File: src/hdl/npt_pkg.sv
// Shared constants, types and state encoding for the next-prime search block.
package npt_pkg;

   localparam int VALUE_BITS = 31;
   localparam int CNT_BITS = $clog2(VALUE_BITS);

   localparam logic [VALUE_BITS-1:0] VALUE_MASK = {VALUE_BITS{1'b1}};
   localparam logic [VALUE_BITS-1:0] FIRST_DIVISOR = VALUE_BITS'(2);
   localparam logic [CNT_BITS-1:0] LAST_STEP = CNT_BITS'(VALUE_BITS - 1);

   typedef logic [VALUE_BITS-1:0] value_type;

   typedef struct packed {
      value_type quotient;
      value_type remainder;
   } npt_div_result_type;

   typedef enum logic [1:0] {
      S_IDLE,
      S_START,
      S_WAIT
   } npt_state_type;

endpackage

File: src/hdl/npt_divider.sv
// Shared restoring divider: one quotient bit per cycle, gives quotient and remainder.
module npt_divider (
   input  logic                        clock,
   input  logic                        reset,
   input  logic                        start,
   input  npt_pkg::value_type          dividend,
   input  npt_pkg::value_type          divisor,
   output logic                        done,
   output npt_pkg::npt_div_result_type result
);
   import npt_pkg::*;

   logic                busy_ff, busy_in;
   logic                done_ff, done_in;
   logic [CNT_BITS-1:0] count_ff, count_in;
   value_type           work_ff, work_in;
   value_type           rem_ff, rem_in;
   value_type           dsor_ff, dsor_in;

   logic [VALUE_BITS:0] shifted;
   logic [VALUE_BITS:0] diff;

   always_comb begin
      busy_in  = busy_ff;
      done_in  = 1'b0;
      count_in = count_ff;
      work_in  = work_ff;
      rem_in   = rem_ff;
      dsor_in  = dsor_ff;
      // Bring down the next dividend bit and try to subtract the divisor.
      shifted  = {rem_ff, work_ff[VALUE_BITS-1]};
      diff     = shifted - {1'b0, dsor_ff};
      if (start) begin
         busy_in  = 1'b1;
         count_in = LAST_STEP;
         work_in  = dividend;
         rem_in   = '0;
         dsor_in  = divisor;
      end else if (busy_ff) begin
         // The dividend shifts out at the top while quotient bits fill in below.
         if (!diff[VALUE_BITS]) begin
            rem_in  = diff[VALUE_BITS-1:0];
            work_in = {work_ff[VALUE_BITS-2:0], 1'b1};
         end else begin
            rem_in  = shifted[VALUE_BITS-1:0];
            work_in = {work_ff[VALUE_BITS-2:0], 1'b0};
         end
         count_in = count_ff - CNT_BITS'(1);
         if (count_ff == '0) begin
            busy_in = 1'b0;
            done_in = 1'b1;
         end
      end
   end

   always_ff @(posedge clock) begin
      if (reset) begin
         busy_ff <= 1'b0;
         done_ff <= 1'b0;
      end else begin
         busy_ff <= busy_in;
         done_ff <= done_in;
      end
      count_ff <= count_in;
      work_ff  <= work_in;
      rem_ff   <= rem_in;
      dsor_ff  <= dsor_in;
   end

   assign done             = done_ff;
   assign result.quotient  = work_ff;
   assign result.remainder = rem_ff;

   a_start_when_idle: assert property (@(posedge clock) disable iff (reset)
      start |-> !busy_ff)
      else $error("divider started while busy");

   a_start_then_busy: assert property (@(posedge clock) disable iff (reset)
      start |=> busy_ff)
      else $error("divider did not begin after start");

   a_done_ends_busy: assert property (@(posedge clock) disable iff (reset)
      done_ff |-> (!busy_ff && $past(busy_ff)))
      else $error("divider done without a finished division");

endmodule

File: src/hdl/next_prime_trial_division_top.sv
// Next-prime search: sequencer that drives trial divisions through the shared divider.
// Each trial division starts the bit-serial divider in S_START and waits in S_WAIT for done.
// busy falls as the result strobe rises, so the next word can be accepted at the edge that
// takes the result; no word is taken while a search runs. The receiver cannot stall the result.
// Synchronous active-high reset returns to idle with no result pending.
module next_prime_trial_division_top (
   input  logic               clock,
   input  logic               reset,
   input  logic               start,
   output logic               busy,
   input  npt_pkg::value_type req_start_value,
   output logic               rsp_valid,
   output npt_pkg::value_type rsp_prime_found
);
   import npt_pkg::*;

   npt_state_type      state_ff, state_in;
   value_type          cand_ff, cand_in;
   value_type          divisor_ff, divisor_in;
   logic               rsp_valid_ff, rsp_valid_in;
   value_type          rsp_prime_ff, rsp_prime_in;

   logic               div_start;
   logic               div_done;
   npt_div_result_type div_result;

   npt_divider u_divider (
      .clock    (clock),
      .reset    (reset),
      .start    (div_start),
      .dividend (cand_ff),
      .divisor  (divisor_ff),
      .done     (div_done),
      .result   (div_result)
   );

   always_comb begin
      state_in     = state_ff;
      cand_in      = cand_ff;
      divisor_in   = divisor_ff;
      rsp_valid_in = 1'b0;
      rsp_prime_in = rsp_prime_ff;
      div_start    = 1'b0;
      case (state_ff)
         S_IDLE: begin
            if (start) begin
               cand_in    = req_start_value;
               divisor_in = FIRST_DIVISOR;
               state_in   = S_START;
            end
         end
         S_START: begin
            div_start = 1'b1;
            state_in  = S_WAIT;
         end
         S_WAIT: begin
            if (div_done) begin
               if (divisor_ff > div_result.quotient) begin
                  // Divisor passed the square root: the candidate is prime.
                  rsp_valid_in = 1'b1;
                  rsp_prime_in = cand_ff;
                  state_in     = S_IDLE;
               end else if (div_result.remainder == '0) begin
                  if (cand_ff == VALUE_MASK) begin
                     // The search ran off the top and wraps to zero.
                     rsp_valid_in = 1'b1;
                     rsp_prime_in = '0;
                     state_in     = S_IDLE;
                  end else begin
                     cand_in    = cand_ff + VALUE_BITS'(1);
                     divisor_in = FIRST_DIVISOR;
                     state_in   = S_START;
                  end
               end else begin
                  divisor_in = divisor_ff + VALUE_BITS'(1);
                  state_in   = S_START;
               end
            end
         end
         default: begin
            state_in = S_IDLE;
         end
      endcase
   end

   always_ff @(posedge clock) begin
      if (reset) begin
         state_ff     <= S_IDLE;
         rsp_valid_ff <= 1'b0;
      end else begin
         state_ff     <= state_in;
         rsp_valid_ff <= rsp_valid_in;
      end
      cand_ff      <= cand_in;
      divisor_ff   <= divisor_in;
      rsp_prime_ff <= rsp_prime_in;
   end

   assign busy            = (state_ff != S_IDLE);
   assign rsp_valid       = rsp_valid_ff;
   assign rsp_prime_found = rsp_prime_ff;

   a_accept_starts_trial: assert property (@(posedge clock) disable iff (reset)
      (start && !busy) |=> (state_ff == S_START))
      else $error("accepted word did not start a trial division");

   a_result_from_wait: assert property (@(posedge clock) disable iff (reset)
      rsp_valid_ff |-> ($past(state_ff) == S_WAIT && $past(div_done)))
      else $error("result issued outside a finished division");

   a_divisor_at_least_two: assert property (@(posedge clock) disable iff (reset)
      (state_ff != S_IDLE) |-> (divisor_ff >= FIRST_DIVISOR))
      else $error("trial divisor below two");

endmodule

File: config.mk
export PLATFORM = sky130hd
export DESIGN_NAME = next_prime_trial_division_top
export DESIGN_NICKNAME = d
export VERILOG_FILES = /design/src/hdl/npt_pkg.sv /design/src/hdl/npt_divider.sv /design/src/hdl/next_prime_trial_division_top.sv
export SDC_FILE = /design/constraint.sdc
export NUM_CORES = 1
export LEC_CHECK = 0
export BUFFER_PORTS_ARGS = -buffer_cell sky130_fd_sc_hd__buf_4
export CORE_ASPECT_RATIO = 1.25
export CORE_MARGIN = 2
export CORE_UTILIZATION = 60
export CTS_CLUSTER_SIZE = 10
export DETAILED_ROUTE_END_ITERATION = 7
export GPL_TIMING_DRIVEN = 0
export HOLD_SLACK_MARGIN = 0.03
export PLACE_DENSITY = 0.79
export SLEW_MARGIN = 20
export SYNTH_ARGS = -nofsm -noshare
export SYNTH_HDL_FRONTEND = slang
export SYNTH_SLANG_ARGS = --single-unit
File: constraint.sdc
create_clock -name clock -period 5.45 [get_ports clock]
set_input_delay 1.3625 -clock clock [delete_from_list [all_inputs] [get_ports clock]]
set_output_delay 1.3625 -clock clock [all_outputs]
set_load 0.01 [all_outputs]
# Yosys cells after proc, flatten, opt, wreduce, memory -nomap -nowiden
# Index checks and enable logic that the tools add are counted.
# totals
regBits	196
out_inout_bits	33
word_cells	75
# classes
add_sub_neg	4
bitwise_logic	3
eq_ne	9
reduce_logical	14
n_mux	33
magnitude_cmp	1
# op_table
operator	count
$mux W31	16
$pmux W31 S2	2
$add A31 B1 Y31 const B	2
$sub A32 B31 Y32	1
$eq A31 B31 Y1 const B	1
$gt A31 B31 Y1	1
$logic_not A31 Y1	1
$mux W1	10
$reduce_bool A2 Y1	5
$mux W2	4
$ne A2 B2 Y1 const B	4
$pmux W2 S3	1
$reduce_and A6 Y1	1
$reduce_or A3 Y1	2
$logic_not A5 Y1	1
$reduce_and A5 Y1	1
$sub A5 B1 Y5 const B	1
$reduce_and A4 Y1	1
$ne A3 B3 Y1 const B	1
$not A1 Y1	3
$eq A2 B1 Y1 const B	1
$eq A2 B2 Y1 const B	1
$logic_not A2 Y1	1
$ne A2 B1 Y1 const B	1
$reduce_and A2 Y1	1

# Depth between registers and ports, before layout
# Gate-level depths: netlist of the first run.
# logic_depth
word_depth	6
mapped_depth	13

# By module
# From an unflattened synthesis of the first run, not the netlist that was laid out.
# hier_totals
hier_cells	1121
hier_area_um2	11398.4
# by_module_without_submodules
module	n_inst	area_each_um2	cells_per_inst	seq_area_each_um2
npt_divider	1	5788.1	575	2622.5
next_prime_trial_division_top	1	5610.4	546	2852.7

# Worst setup path before layout of the first run
# No wires, ideal clock.
# synth_path
path_type	reg2reg
start	reg divisor_ff[20]
end	reg cand_ff[0], enable pin
arrival_ns	4.059
path_buffers	1
period_less_slack_ns	4.521
t_required_ns	4.988
setup_slack_ns	0.929
path_stages_with_launch	11
setup_time_ns	0.462
path_cell_list	edfxtp_1 > ha_1 > a21o_1 > a21o_1 > a21oi_1 > o21ai_0 > a21oi_1 > a211o_1 > a21oi_1 > clkbuf_1 > o21ai_0
# synth_between
elab_chain_cells	3
# synth_lines
element	line_no	source
start: declaration	next_prime_trial_division_top.sv:19	value_type divisor_ff, divisor_in;
start signal: assignment	next_prime_trial_division_top.sv:95	divisor_ff <= divisor_in;
$gt A31 B31 Y1	next_prime_trial_division_top.sv:58	if (divisor_ff > div_result.quotient) begin
$ne A2 B2 Y1 (no line)	n/a	
$reduce_and A6 Y1 (no line)	n/a	
end signal: assignment	next_prime_trial_division_top.sv:94	cand_ff <= cand_in;
end: declaration	next_prime_trial_division_top.sv:18	value_type cand_ff, cand_in;
# Every way passes these cells.
# A chain may end at the register's enable or synchronous reset.

# Worst setup path in the final report of the first run
# layout_path
start	reg u_divider.work_ff[30]
end	reg u_divider.rem_ff[28]
# layout_between
elab_chain_cells	2
# layout_lines
element	line_no	source
start: declaration	npt_divider.sv:16	value_type work_ff, work_in;
start signal: assignment	npt_divider.sv:65	work_ff <= work_in;
$sub A32 B31 Y32	npt_divider.sv:32	diff = shifted - {1'b0, dsor_ff};
$mux W31	npt_divider.sv:41	if (!diff[VALUE_BITS]) begin
end signal: assignment	npt_divider.sv:66	rem_ff <= rem_in;
end: declaration	npt_divider.sv:17	value_type rem_ff, rem_in;
# Every way passes these cells.

==> impl_results.md, run 1 <==
- Die width: 125 µm
- Post-cts resize count: 0
- CP cell instances: inv_1, ha_1, inv_1, fa_1, a21o_1, a311oi_1, nor4b_1, o21bai_2, a21oi_1, a221oi_1, o21ai_0, xnor2_1, o21ai_0
- Post-synth EDFFs: between 150 and 200
- Post-Synth Simple-Gate Area: 15.6%
- Synth area leaders: edfxtp_1 42%, dfxtp_1 7.4%, ha_1 7.4%, nand2_1 4.9%, o21ai_0 4.6%
- Die Ht: between 150 and 200 µm
- Cell Area, Placed: 11,900 µm²
- Type of origin of the critical path: register
- Num CTS Buffers: 17
- Layout area overhead: 13.1%
- Final instance area: 12,500 µm²
- Core Area: 18,100 µm²
- Peak supply drop: 0.195 mV
- Setup_tns: 0 ns
- #FFs+latches synth: ~200
- Synthesized cell area: 11,000 µm²
- Worst setup EP type: register
- Final #Nets: 1,292
- Total number of yosys warnings: 0
- Post-DP HPWL: 18,700 µm
- Xor/xnor cell area share of the yosys netlist: 6.83%
- Post-synth top cells: 155 x edfxtp_1, 143 x nand2_1, 101 x o21ai_0
- Fraction of registers with async set/reset: 0%
- Initial Util: 61.0%
- Post-synthesis sequential area ratio: 49.6%
- DRC viols: 0
- Clk buf depth: 2
- Crit Path Category: register to register
- Ratio of cells with drive above 1 in the final layout: 10.5%
- DR iter-0 viols: 483
- Tightest Pin Transition: ~0.84 ns
- Clock Skews: between 0.01 and 0.015 ns
- Fmax: 283 MHz
- Port-buffer cells: 66
- Count leader, synth: edfxtp_1
- Drt wl/cell: 17.3 µm
- Main combinational cell family by area after synthesis: simple AND/OR/NAND/NOR gates
- CTS tree: done
- Overall routed net length: 24,800 µm
- Initial antenna violation count: 0
- Synth area leader: edfxtp_1
- Detail-routed via count per cell: 5.91
- Leak: 4.96 nW
- Clock latency at the later pin of the worst-skew pair: 0.44 ns
- Library cells used by synthesis: 65
- Worst hold slack: 0.487 ns
- Count of final hold-check violations: 0
- Detailed-route via count: between 8,000 and 9,000
- # rows: 55
- Worst-path clk slew: 0.07 ns
- # diodes: 0
- Post-synth top area share: 42.1%
- Final Max Tran Viols: 0
- Syn Nets: 1,204
- First-pass GRT wire length: 40,900 µm
- Mean Syn Cell Area: around 10 µm²
- Crit path required time: roughly 5.8 ns
- DRT Pass-1 Iters: 6
- Critical Path Max Stage Delay: 0.46 ns
- Post-synth top flop: edfxtp_1
- Final ANT Viol Nets: 0
- Tcrit/Tclk final: between 60 and 70%
- Syn Inst Count: between 1,000 and 1,500
- GR Overflow Total: 0
- Final min period: 3.53 ns
- Synth Area in Compound Gates: around 14%
- Io pins: 67
- Total track usage: 26.1%
- Critical Path AT: between 3 and 4 ns
- Htree depth: 4
- Largest net degree at the start of global routing: 33
- Count of final setup violators: 0
- Die Footprint: a little under 20,000 µm²
- Vias in the first global route: 8,550
- Setup Fix Bufs, Post-CTS: 0
- PwrDens: ~360 nW/µm²
- Mux contribution to synthesized area: 2.36%
- Status: completed
- Adder-cell share of the synthesized area: under 10%
- RD Place Congestion: 0.860
- MaxCap Viol Count: 0
- Clk root buf: clkbuf_16
- Clk sinks: 196
- CTS Hold Buffers Added: 0
- CP max stage cell: a311oi_1
- Hold WC Path Type: register to register
- Slew headroom: 44.3%
- RSZ-0062 raised after global routing: no
- CP max FO: 3
per-layer routing:
layer	up-vias	part of all wire, %	track usage [%]
met5	-	0	0
met4	0	3.5	12.1
met3	68	4.1	4.08
met2	273	52	47.2
met1	4008	40	30.5
li1	4116	-	-
final timing paths:
check                             start                   end  slack [ns]  depth (start not counted)
setup / recovery  u_divider.work_ff[30]  u_divider.rem_ff[28]        1.92                         13
hold reg to reg     u_divider.rem_ff[3]   u_divider.rem_ff[3]        0.49                          2
hold / removal      u_divider.rem_ff[3]   u_divider.rem_ff[3]        0.49                          2
setup reg to reg  u_divider.work_ff[30]  u_divider.rem_ff[28]        1.92                         13
placed cells by master, fill, tap and decap left out, types with 26 or more instances in the layout:
cell type	instances
dfxtp_1	41
a21o_1	28
mux2i_1	26
clkbuf_1	31
a21oi_1	57
xor2_1	35
nand3_1	40
and2_1	34
ha_1	65
edfxtp_1	155
inv_1	79
buf_4	66
nand2_1	143
o21ai_0	100
nor2_1	57
xnor2_1	48
area by class of cell:
class | instances | area [µm²]
well taps | 228 | 285
clock buffers | 20 | 437
inverters | 80 | 300
plain buffers | 40 | 189
repair buffers | 69 | 571
multi-input cells | 788 | 5100
flip-flops and latches | 196 | 5480
fillers | 1375 | 5610
clock inverters | 12 | 129
kinds of logic (layout without fill, tap and decap cells):
group | count (synthesis) | after routing
adder cells (fa/ha/maj) | 66 | 66
XOR/XNOR | 84 | 84
AO/OA/AOI/OAI | 250 | 250
flip-flops | 196 | 196
AND/OR/NAND/NOR | 362 | 362
multiplexers | 26 | 26
buffers and inverters | 120 | 221
critical path, delay by kind of cell (launching register included):
kind | cells | cell delay, ns
AOI/OAI and AO/OA | 7 | 1.82
DFF | 1 | 0.36
buffers and inverters | 2 | 0.24
xor gates and xnor gates | 1 | 0.18
adders and majority gates | 2 | 0.62
and+or+nand+nor | 1 | 0.19
per-stage QoR:
step,std cells,power [mW],utilization (%),worst slack [ns]
global placement,1398,3.25,65.3,-0.529
finish,1433,4.52,69.0,1.92
global route,1433,4.76,69.0,1.60
floorplan,1104,2.96,-,0.929
CTS,1433,4.51,69.0,1.90
detailed placement,1401,3.30,65.9,1.94
sequential cells by signal, summed over array words and instances (netlist names):
signal,count
u_divider.rem_ff,31
u_divider.done,1
u_divider.work_ff,31
u_divider.dsor_ff,31
state_ff,2
divisor_ff,31
rsp_valid,1
cand_ff,31
u_divider.busy_ff,1
rsp_prime_found,31
u_divider.count_ff,5
report_power, final:
group	internal, mW	total, mW	switching [mW]
combinational	0.566	1.33	0.764
sequential	1.80	1.96	0.159
clock	0.678	1.22	0.547
total	3.05	4.52	1.47
(Power assumes the default switching activity.)
==> run 2: changes to the inputs <==
==> constraint.sdc (replaced) <==
create_clock -name clock -period 3.7 [get_ports clock]
set_input_delay 0.925 -clock clock [delete_from_list [all_inputs] [get_ports clock]]
set_output_delay 0.925 -clock clock [all_outputs]
set_load 0.01 [all_outputs]
==> run 2 against run 1 <==
Effect of this change:
- via count increased by 0.43%
- clock-buffer cell count unchanged
- clock skew decreased by 0.0028 ns
- sequential power increased by 47%
- first-iteration DRC count decreased by 8.3%
- routed wire length decreased by 0.37%
- maximum frequency increased by 2.6%
- flip-flop and latch count unchanged
==> impl_results.md, run 2 (synthesis gave the netlist of run 1 again) <==
- # diodes: 0 (unchanged)
- Layout area overhead: 13.6% (was 13.1%)
- CP max FO: 16 (was 3)
- Worst-path clk slew: 0.07 ns (about the same)
- Ratio of cells with drive above 1 in the final layout: 10.7% (was 10.5%)
- Final #Nets: 1,293 (was 1,292)
- Vias in the first global route: 8,277 (was 8,550)
- Clk buf depth: 2 (unchanged)
- First-pass GRT wire length: 40,100 µm (was 40,900 µm)
- Tcrit/Tclk final: 93.0% (was 64.7%)
- CTS Hold Buffers Added: 0 (unchanged)
- Detailed-route via count: 8,501 (was 8,465)
- Total track usage: 25.7% (was 26.1%)
- Inst Count DP: 1,401 (unchanged)
- Clk root buf: clkbuf_16 (unchanged)
- CP most frequent cell: a21oi_1
- Hold WC Path Type: register to register (unchanged)
- Num CTS Buffers: 17 (unchanged)
- PwrDens: 538 nW/µm² (was 362 nW/µm²)
- Die Footprint: 19,500 µm² (unchanged)
- Sum of buffers and inverters on the critical path: 2 (unchanged)
- Peak supply drop: 0.315 mV (was 0.195 mV)
- CP delay by family, top: compound AO/OA/AOI/OAI gates (unchanged)
- Core Area: 18,100 µm² (unchanged)
- Final Max Tran Viols: 0 (unchanged)
- Fillers: 1,355 (was 1,375)
- Crit Path Category: register to register (unchanged)
- Fmax: 291 MHz (was 283 MHz)
- Status: completed (unchanged)
- RD Place Congestion: 0.876 (was 0.860)
- DRC viols: 0 (unchanged)
- Detail-routed via count per cell: 5.93 (was 5.91)
- Final core occ: 69.3% (was 69.0%)
- Worst setup EP type: register (unchanged)
- Final ANT Viol Nets: 0 (unchanged)
- Overall routed net length: 24,700 µm (was 24,800 µm)
- # rows: 55 (unchanged)
- Setup WS pre-CTS: 0.164 ns (was 1.94 ns)
- Io pins: 67 (unchanged)
- Htree depth: 4 (unchanged)
- Tightest Pin Transition: 0.756 ns (was 0.836 ns)
- CP max stage cell: clkbuf_1 (was a311oi_1)
- Post-route insts no fill: 1,433 (unchanged)
- Drt wl/cell: 17.2 µm (was 17.3 µm)
- Critical Path Max Stage Delay: 0.51 ns (was 0.46 ns)
- Die Ht: 156 µm (unchanged)
- Die width: 125 µm (unchanged)
- Final min period: 3.44 ns (was 3.53 ns)
- Worst hold slack: 0.491 ns (was 0.487 ns)
- DR iter-0 viols: 443 (was 483)
- Crit path required time: 3.90 ns (was 5.76 ns)
- Most frequent cells in the layout: 155 x edfxtp_1, 143 x nand2_1, 100 x o21ai_0, 79 x inv_1, 66 x buf_4 (unchanged)
- Largest net degree at the start of global routing: 32 (was 33)
- MaxCap Viol Count: 0 (unchanged)
- Count of final setup violators: 0 (unchanged)
- Clock latency at the later pin of the worst-skew pair: 0.43 ns (was 0.44 ns)
- Clock Skews: 0.0108 ns (was 0.0136 ns)
- RSZ-0062 raised after global routing: no (unchanged)
- CP cell instances: ha_1, a21o_1, a21o_1, a21oi_1, o21ai_0, a21oi_1, a211o_1, a21oi_1, clkbuf_1, o21ai_4, buf_8 (was inv_1, ha_1, inv_1, fa_1, a21o_1, a311oi_1, nor4b_1, o21bai_2, a21oi_1, a221oi_1, o21ai_0, xnor2_1, o21ai_0)
- Final WS setup: 0.261 ns (was 1.92 ns)
- GR Overflow Total: 0 (unchanged)
- Initial Util: 61.0% (unchanged)
- Slew headroom: 48.3% (was 44.3%)
- Setup_tns: 0 ns (unchanged)
- CTS tree: done (unchanged)
- Type of origin of the critical path: register (unchanged)
- Leak: 4.98 nW (was 4.96 nW)
- Initial antenna violation count: 0 (unchanged)
- Most common cell after layout, fill and taps aside: edfxtp_1 (unchanged)
- Clk sinks: 196 (unchanged)
- Count of final hold-check violations: 0 (unchanged)
- DRT Pass-1 Iters: 8 (was 6)
- Port-buffer cells: 66 (unchanged)
- Post-DP HPWL: 18,500 µm (was 18,700 µm)
- Critical Path AT: 3.63 ns (was 3.84 ns)
-- run 2: cell types whose count changed in the layout (fill, tap and decap cells not counted), sizes merged --
cell,before,now
inv,84,80
bufinv,2,4
buf,80,81
clkinv,5,6
-- run 2: repair_timing --
item | CTS | global route
endpoints found under the hold margin | 0 | 0
gates resized for setup | 0 | 2
endpoints found under the setup margin | 0 | 49
buffers inserted | 0 | 1
-- run 2: worst paths after layout --
path | depth (start not counted) | from | slack, ns | end
max | 11 | divisor_ff[16] | 0.26 | cand_ff[19]
min | 2 | u_divider.rem_ff[4] | 0.49 | u_divider.rem_ff[4]
max reg2reg | 11 | divisor_ff[16] | 0.26 | cand_ff[19]
min reg2reg | 2 | u_divider.rem_ff[4] | 0.49 | u_divider.rem_ff[4]
-- run 2: worst register-to-register path: stages (launching register included) --
cell and delay, ns:
edfxtp_1 0.48, ha_1 0.35, a21o_1 0.11, a21o_1 0.11, a21oi_1 0.06, o21ai_0 0.18, a21oi_1 0.10, a211o_1 0.30
a21oi_1 0.48, clkbuf_1 0.51, o21ai_4 0.28, buf_8 0.24
-- run 2: final cells by class --
| type | instances | area (µm²) | share of cell area, % |
|---|---|---|---|
| Buffer | 40 | 189 | 1.51 |
| Clock buffer | 20 | 437 | 3.48 |
| Clock inverter | 11 | 160 | 1.28 |
| Inverter | 80 | 300 | 2.39 |
| Multi-Input combinational cell | 788 | 5120 | 40.8 |
| Sequential cell | 196 | 5480 | 43.6 |
| Tap cell | 228 | 285 | 2.27 |
| Timing Repair Buffer | 70 | 586 | 4.67 |
-- run 2: through the flow --
step / total power [mW] / instance area, µm²
6_report: 6.75 / 12500
5_1_grt: 7.11 / 12500
4_1_cts: 6.73 / 12500
3_5_place_dp: 4.86 / 11900
3_3_place_gp: 4.79 / 11800
2_1_floorplan: 4.36 / 11000
-- run 2: power breakdown --
part	total [mW]	internal, mW	switching [mW]	leakage, nW
sequential	2.89	2.66	0.233	1.81
clock	1.89	1.12	0.774	0.291
combinational	1.97	0.835	1.13	2.88
-- run 2: routing by layer --
layer	GRT usage, %	up-vias	wire (µm)
met5	0	-	0
met4	11.9	0	813
met3	3.77	57	1180
met2	45.9	271	12800
met1	30.8	4057	9950
li1	-	4116	-
==> run 3: changes to the inputs <==
--- a/config.mk
+++ b/config.mk
@@ -5,6 +5,7 @@
 export SDC_FILE = /design/constraint.sdc
 export NUM_CORES = 1
 export LEC_CHECK = 0
+export ABC_AREA = 1
 export BUFFER_PORTS_ARGS = -buffer_cell sky130_fd_sc_hd__buf_4
 export CORE_ASPECT_RATIO = 1.25
 export CORE_MARGIN = 2
@@ -13,7 +14,7 @@
 export DETAILED_ROUTE_END_ITERATION = 7
 export GPL_TIMING_DRIVEN = 0
 export HOLD_SLACK_MARGIN = 0.03
-export PLACE_DENSITY = 0.79
+export PLACE_DENSITY = 0.78
 export SLEW_MARGIN = 20
 export SYNTH_ARGS = -nofsm -noshare
 export SYNTH_HDL_FRONTEND = slang
==> run 3 against run 2 <==
Effect of this change:
- power up 24%
- non-clock buffer count is 10 lower
- combinational power grew 47%
- routed wire length is 24% higher
- sequential share of layout area decreased by 5.0 points
- synthesized cell count is 49% higher
- setup slack gained 0.22 ns
- core utilization down 1.1 points
==> impl_results.md, run 3 <==
- Status: completed (unchanged)
- Post-synth top area share: 36.9% (was 42.1%)
- CP cell instances: nor2_1, nor2_1, clkbuf_1, clkinv_1 (was ha_1, a21o_1, a21o_1, a21oi_1, o21ai_0, a21oi_1, a211o_1, a21oi_1, clkbuf_1, o21ai_4, buf_8)
- Detail-routed via count per cell: 5.33 (was 5.93)
- Xor/xnor cell area share of the yosys netlist: 3.82% (was 6.83%)
- GR peak layer: met2 (unchanged)
- Vias in the first global route: 10,500 (was 8,277)
- Hold WC Path Type: register to register (unchanged)
- Die Ht: 166 µm (was 156 µm)
- Initial Util: 60.8% (was 61.0%)
- Synth area leader: edfxtp_1 (unchanged)
- Die width: 134 µm (was 125 µm)
- DR iter-0 viols: 802 (was 443)
- Grt met2 use: 53.0% (was 45.9%)
- RSZ-0062 raised after global routing: no (unchanged)
- Total number of yosys warnings: 0 (unchanged)
- Adder-cell share of the synthesized area: 6.60% (was 7.55%)
- Post-synth EDFFs: 155 (unchanged)
- R2R Setup Slk: 0.48 ns (was 0.26 ns)
- Worst hold slack: 0.493 ns (was 0.491 ns)
- MaxCap Viol Count: 0 (unchanged)
- Most common cell after layout, fill and taps aside: nand2_1 (was edfxtp_1)
- Crit Path Category: register to register (unchanged)
- Total track usage: 28.2% (was 25.7%)
- Worst Reg-to-Reg Cells: 4 (was 11)
- Clk root buf: clkbuf_16 (unchanged)
- Clk sinks: 196 (unchanged)
- CP delay by family, top: buffers and inverters (was compound AO/OA/AOI/OAI gates)
- Die Footprint: 22,200 µm² (was 19,500 µm²)
- Worst setup EP type: register (unchanged)
- Num CTS Buffers: 17 (unchanged)
- Post-cts resize count: 0 (unchanged)
- DRT Pass-1 Iters: 5 (was 8)
- Post-synth top flop: edfxtp_1 (unchanged)
- Post-DP HPWL: 24,100 µm (was 18,500 µm)
- Worst-path clk slew: 0.07 ns (about the same)
- Fraction of registers with async set/reset: 0% (unchanged)
- # diodes: 0 (unchanged)
- FF+latch area: 5480 µm² (unchanged)
- Critical Path AT: 3.08 ns (was 3.63 ns)
- Syn Inst Count: 1,648 (was 1,104)
- Clock latency at the later pin of the worst-skew pair: 0.44 ns (was 0.43 ns)
- Layout area overhead: 12.2% (was 13.6%)
- Multi-input gate area: 5880 µm² (was 5120 µm²)
- Crit path required time: 3.56 ns (was 3.90 ns)
- Mux contribution to synthesized area: 0% (was 2.36%)
- Syn Nets: 1,748 (was 1,204)
- Most frequent cells in the layout: 498 x nand2_1, 293 x inv_1, 155 x edfxtp_1, 136 x nor2_1, 104 x nand3_1 (was 155 x edfxtp_1, 143 x nand2_1, 100 x o21ai_0, 79 x inv_1, 66 x buf_4)
- Inst Count DP: 1,992 (was 1,401)
- #FFs+latches synth: 196 (unchanged)
- Final instance area: 14,200 µm² (was 12,500 µm²)
- DRC viols: 0 (unchanged)
- GR Layer Usage met1: 31.6% (was 30.8%)
- Fmax: 310 MHz (was 291 MHz)
- Count of final hold-check violations: 0 (unchanged)
- CTS tree: done (unchanged)
- Mean Syn Cell Area: 7.66 µm² (was 10.0 µm²)
- Count of final setup violators: 0 (unchanged)
- CP max FO: 31 (was 16)
- Post-route insts no fill: 2,024 (was 1,433)
- Port-buffer cells: 66 (unchanged)
- RD Place Congestion: 0.951 (was 0.876)
- Cell Area, Placed: 13,600 µm² (was 11,900 µm²)
- Slew headroom: 30.0% (was 48.3%)
- Largest net degree at the start of global routing: 35 (was 32)
- Overall routed net length: 30,600 µm (was 24,700 µm)
- GRT met3 Usage: 3.51% (was 3.77%)
- CP max stage cell: clkinv_1 (was clkbuf_1)
- HP Start: u_divider.rem_ff[28] (was u_divider.rem_ff[4])
- CTS Hold Buffers Added: 0 (unchanged)
- Post-Synth Simple-Gate Area: 30.6% (was 15.6%)
- Drt wl/cell: 15.1 µm (was 17.2 µm)
- WHS Endpoint: u_divider.rem_ff[28] (was u_divider.rem_ff[4])
- Reg2reg start: state_ff[1] (was divisor_ff[16])
- Leak: 6.85 nW (was 4.98 nW)
- Core Area: 20,700 µm² (was 18,100 µm²)
- Clk buf depth: 2 (unchanged)
- Tightest Pin Transition: 1.04 ns (was 0.756 ns)
- Final min period: 3.22 ns (was 3.44 ns)
- Final core occ: 68.2% (was 69.3%)
- Sum of buffers and inverters on the critical path: 2 (unchanged)
- First-pass GRT wire length: 49,800 µm (was 40,100 µm)
- Post-synthesis sequential area ratio: 43.4% (was 49.6%)
- Initial antenna violation count: 0 (unchanged)
- Critical Path Max Stage Delay: 0.96 ns (was 0.51 ns)
- Synthesized cell area: 12,600 µm² (was 11,000 µm²)
- # rows: 59 (was 55)
- Library cells used by synthesis: 48 (was 65)
- GR Overflow Total: 0 (unchanged)
- Clock Skews: 0.0133 ns (was 0.0108 ns)
- Io pins: 67 (unchanged)
- CP most frequent cell: nor2_1 (was a21oi_1)
- Main combinational cell family by area after synthesis: simple AND/OR/NAND/NOR gates (unchanged)
- PwrDens: 591 nW/µm² (was 538 nW/µm²)
- Ratio of cells with drive above 1 in the final layout: 10.5% (was 10.7%)
- Count leader, synth: nand2_1 (was edfxtp_1)
- Final Max Tran Viols: 0 (unchanged)
- Detailed-route via count: 10,800 (was 8,501)
- Post-synth top cells: 498 x nand2_1, 294 x inv_1, 155 x edfxtp_1 (was 155 x edfxtp_1, 143 x nand2_1, 101 x o21ai_0)
- Number of cells on the worst hold path: 2 (unchanged)
- Final #Nets: 1,837 (was 1,293)
- Final WS setup: 0.479 ns (was 0.261 ns)
- Peak supply drop: 0.379 mV (was 0.315 mV)
- Setup Fix Bufs, Post-CTS: 0 (unchanged)
- Setup WS pre-CTS: 0.664 ns (was 0.164 ns)
- Htree depth: 4 (unchanged)
- Synth area leaders: edfxtp_1 37%, nand2_1 15%, inv_1 8.7%, dfxtp_1 6.5%, ha_1 6.4% (was edfxtp_1 42%, dfxtp_1 7.4%, ha_1 7.4%, nand2_1 4.9%, o21ai_0 4.6%)
- Final ANT Viol Nets: 0 (unchanged)
- Type of origin of the critical path: register (unchanged)
- Synth Area in Compound Gates: 5.29% (was 13.7%)
- Tcrit/Tclk final: 87.1% (was 93.0%)
- Worst R2R End: u_divider.work_ff[10] (was cand_ff[19])
- Fillers: 1,740 (was 1,355)
-- run 3: cell types whose count changed in the layout (fill, tap and decap cells not counted), moves of 24 or more --
cell / before / now
a21o_1: 28 / 1
and2_1: 34 / 2
inv_1: 79 / 293
mux2i_1: 26 / 0
nand2_1: 143 / 498
nand2_2: 0 / 25
nand3_1: 40 / 104
nor2_1: 57 / 136
o21ai_0: 100 / 54
xnor2_1: 48 / 24
-- run 3: kinds of logic (layout without fill, tap and decap cells) --
family	count (synthesis)	count (layout)
XOR/XNOR	55	55
AND/OR/NAND/NOR	879	879
buffers and inverters	330	432
AO/OA/AOI/OAI	122	122
flip-flops	196	196
adder cells (fa/ha/maj)	66	66
-- run 3: through the flow --
step	TNS (ns)	power, mW
2_1_floorplan	0	5.64
3_3_place_gp	-66.09	6.38
3_5_place_dp	0	6.57
4_1_cts	0	8.37
5_1_grt	0	8.93
6_report	0	8.37
-- run 3: worst max-delay path by stage --
stage / start / endpoint / slack, ns / depth (start not counted)
detailed placement: divisor_ff[30] / divisor_ff[27] / 0.66 / 10
global placement: u_divider.work_ff[30] / divisor_ff[28] / -0.90 / 10
floorplan: divisor_ff[22] / divisor_ff[0] / 0.24 / 9
finish: state_ff[1] / u_divider.work_ff[10] / 0.48 / 4
global route: state_ff[1] / u_divider.work_ff[10] / 0.31 / 4
CTS: divisor_ff[30] / divisor_ff[13] / 0.63 / 10
-- run 3: area by class of cell --
| cell class | instances | share of cell area (%) |
|---|---|---|
| clock buffer | 20 | 3.30 |
| inverter | 300 | 7.95 |
| clock inverter | 12 | 0.787 |
| buffer | 30 | 1.19 |
| timing repair buffer | 70 | 4.17 |
| sequential | 196 | 38.7 |
| multi-input combinational | 1122 | 41.5 |
| tap | 274 | 2.42 |
-- run 3: tightest hold or removal path, cell delays in order, from the launching register on --
cell and delay [ns]:
dfxtp_1 0.34, nand2_1 0.07, nand2_1 0.04
-- run 3: routing by layer --
layer | part of all wire [%] | vias to the layer above
met5 | 0 | -
met4 | 4.1 | 0
met3 | 3.7 | 68
met2 | 53 | 355
met1 | 39 | 4916
li1 | - | 5454
-- run 3: power by group --
part	internal [mW]	switching [mW]
clock network	0.938	0.851
registers	3.22	0.474
logic	0.945	1.95
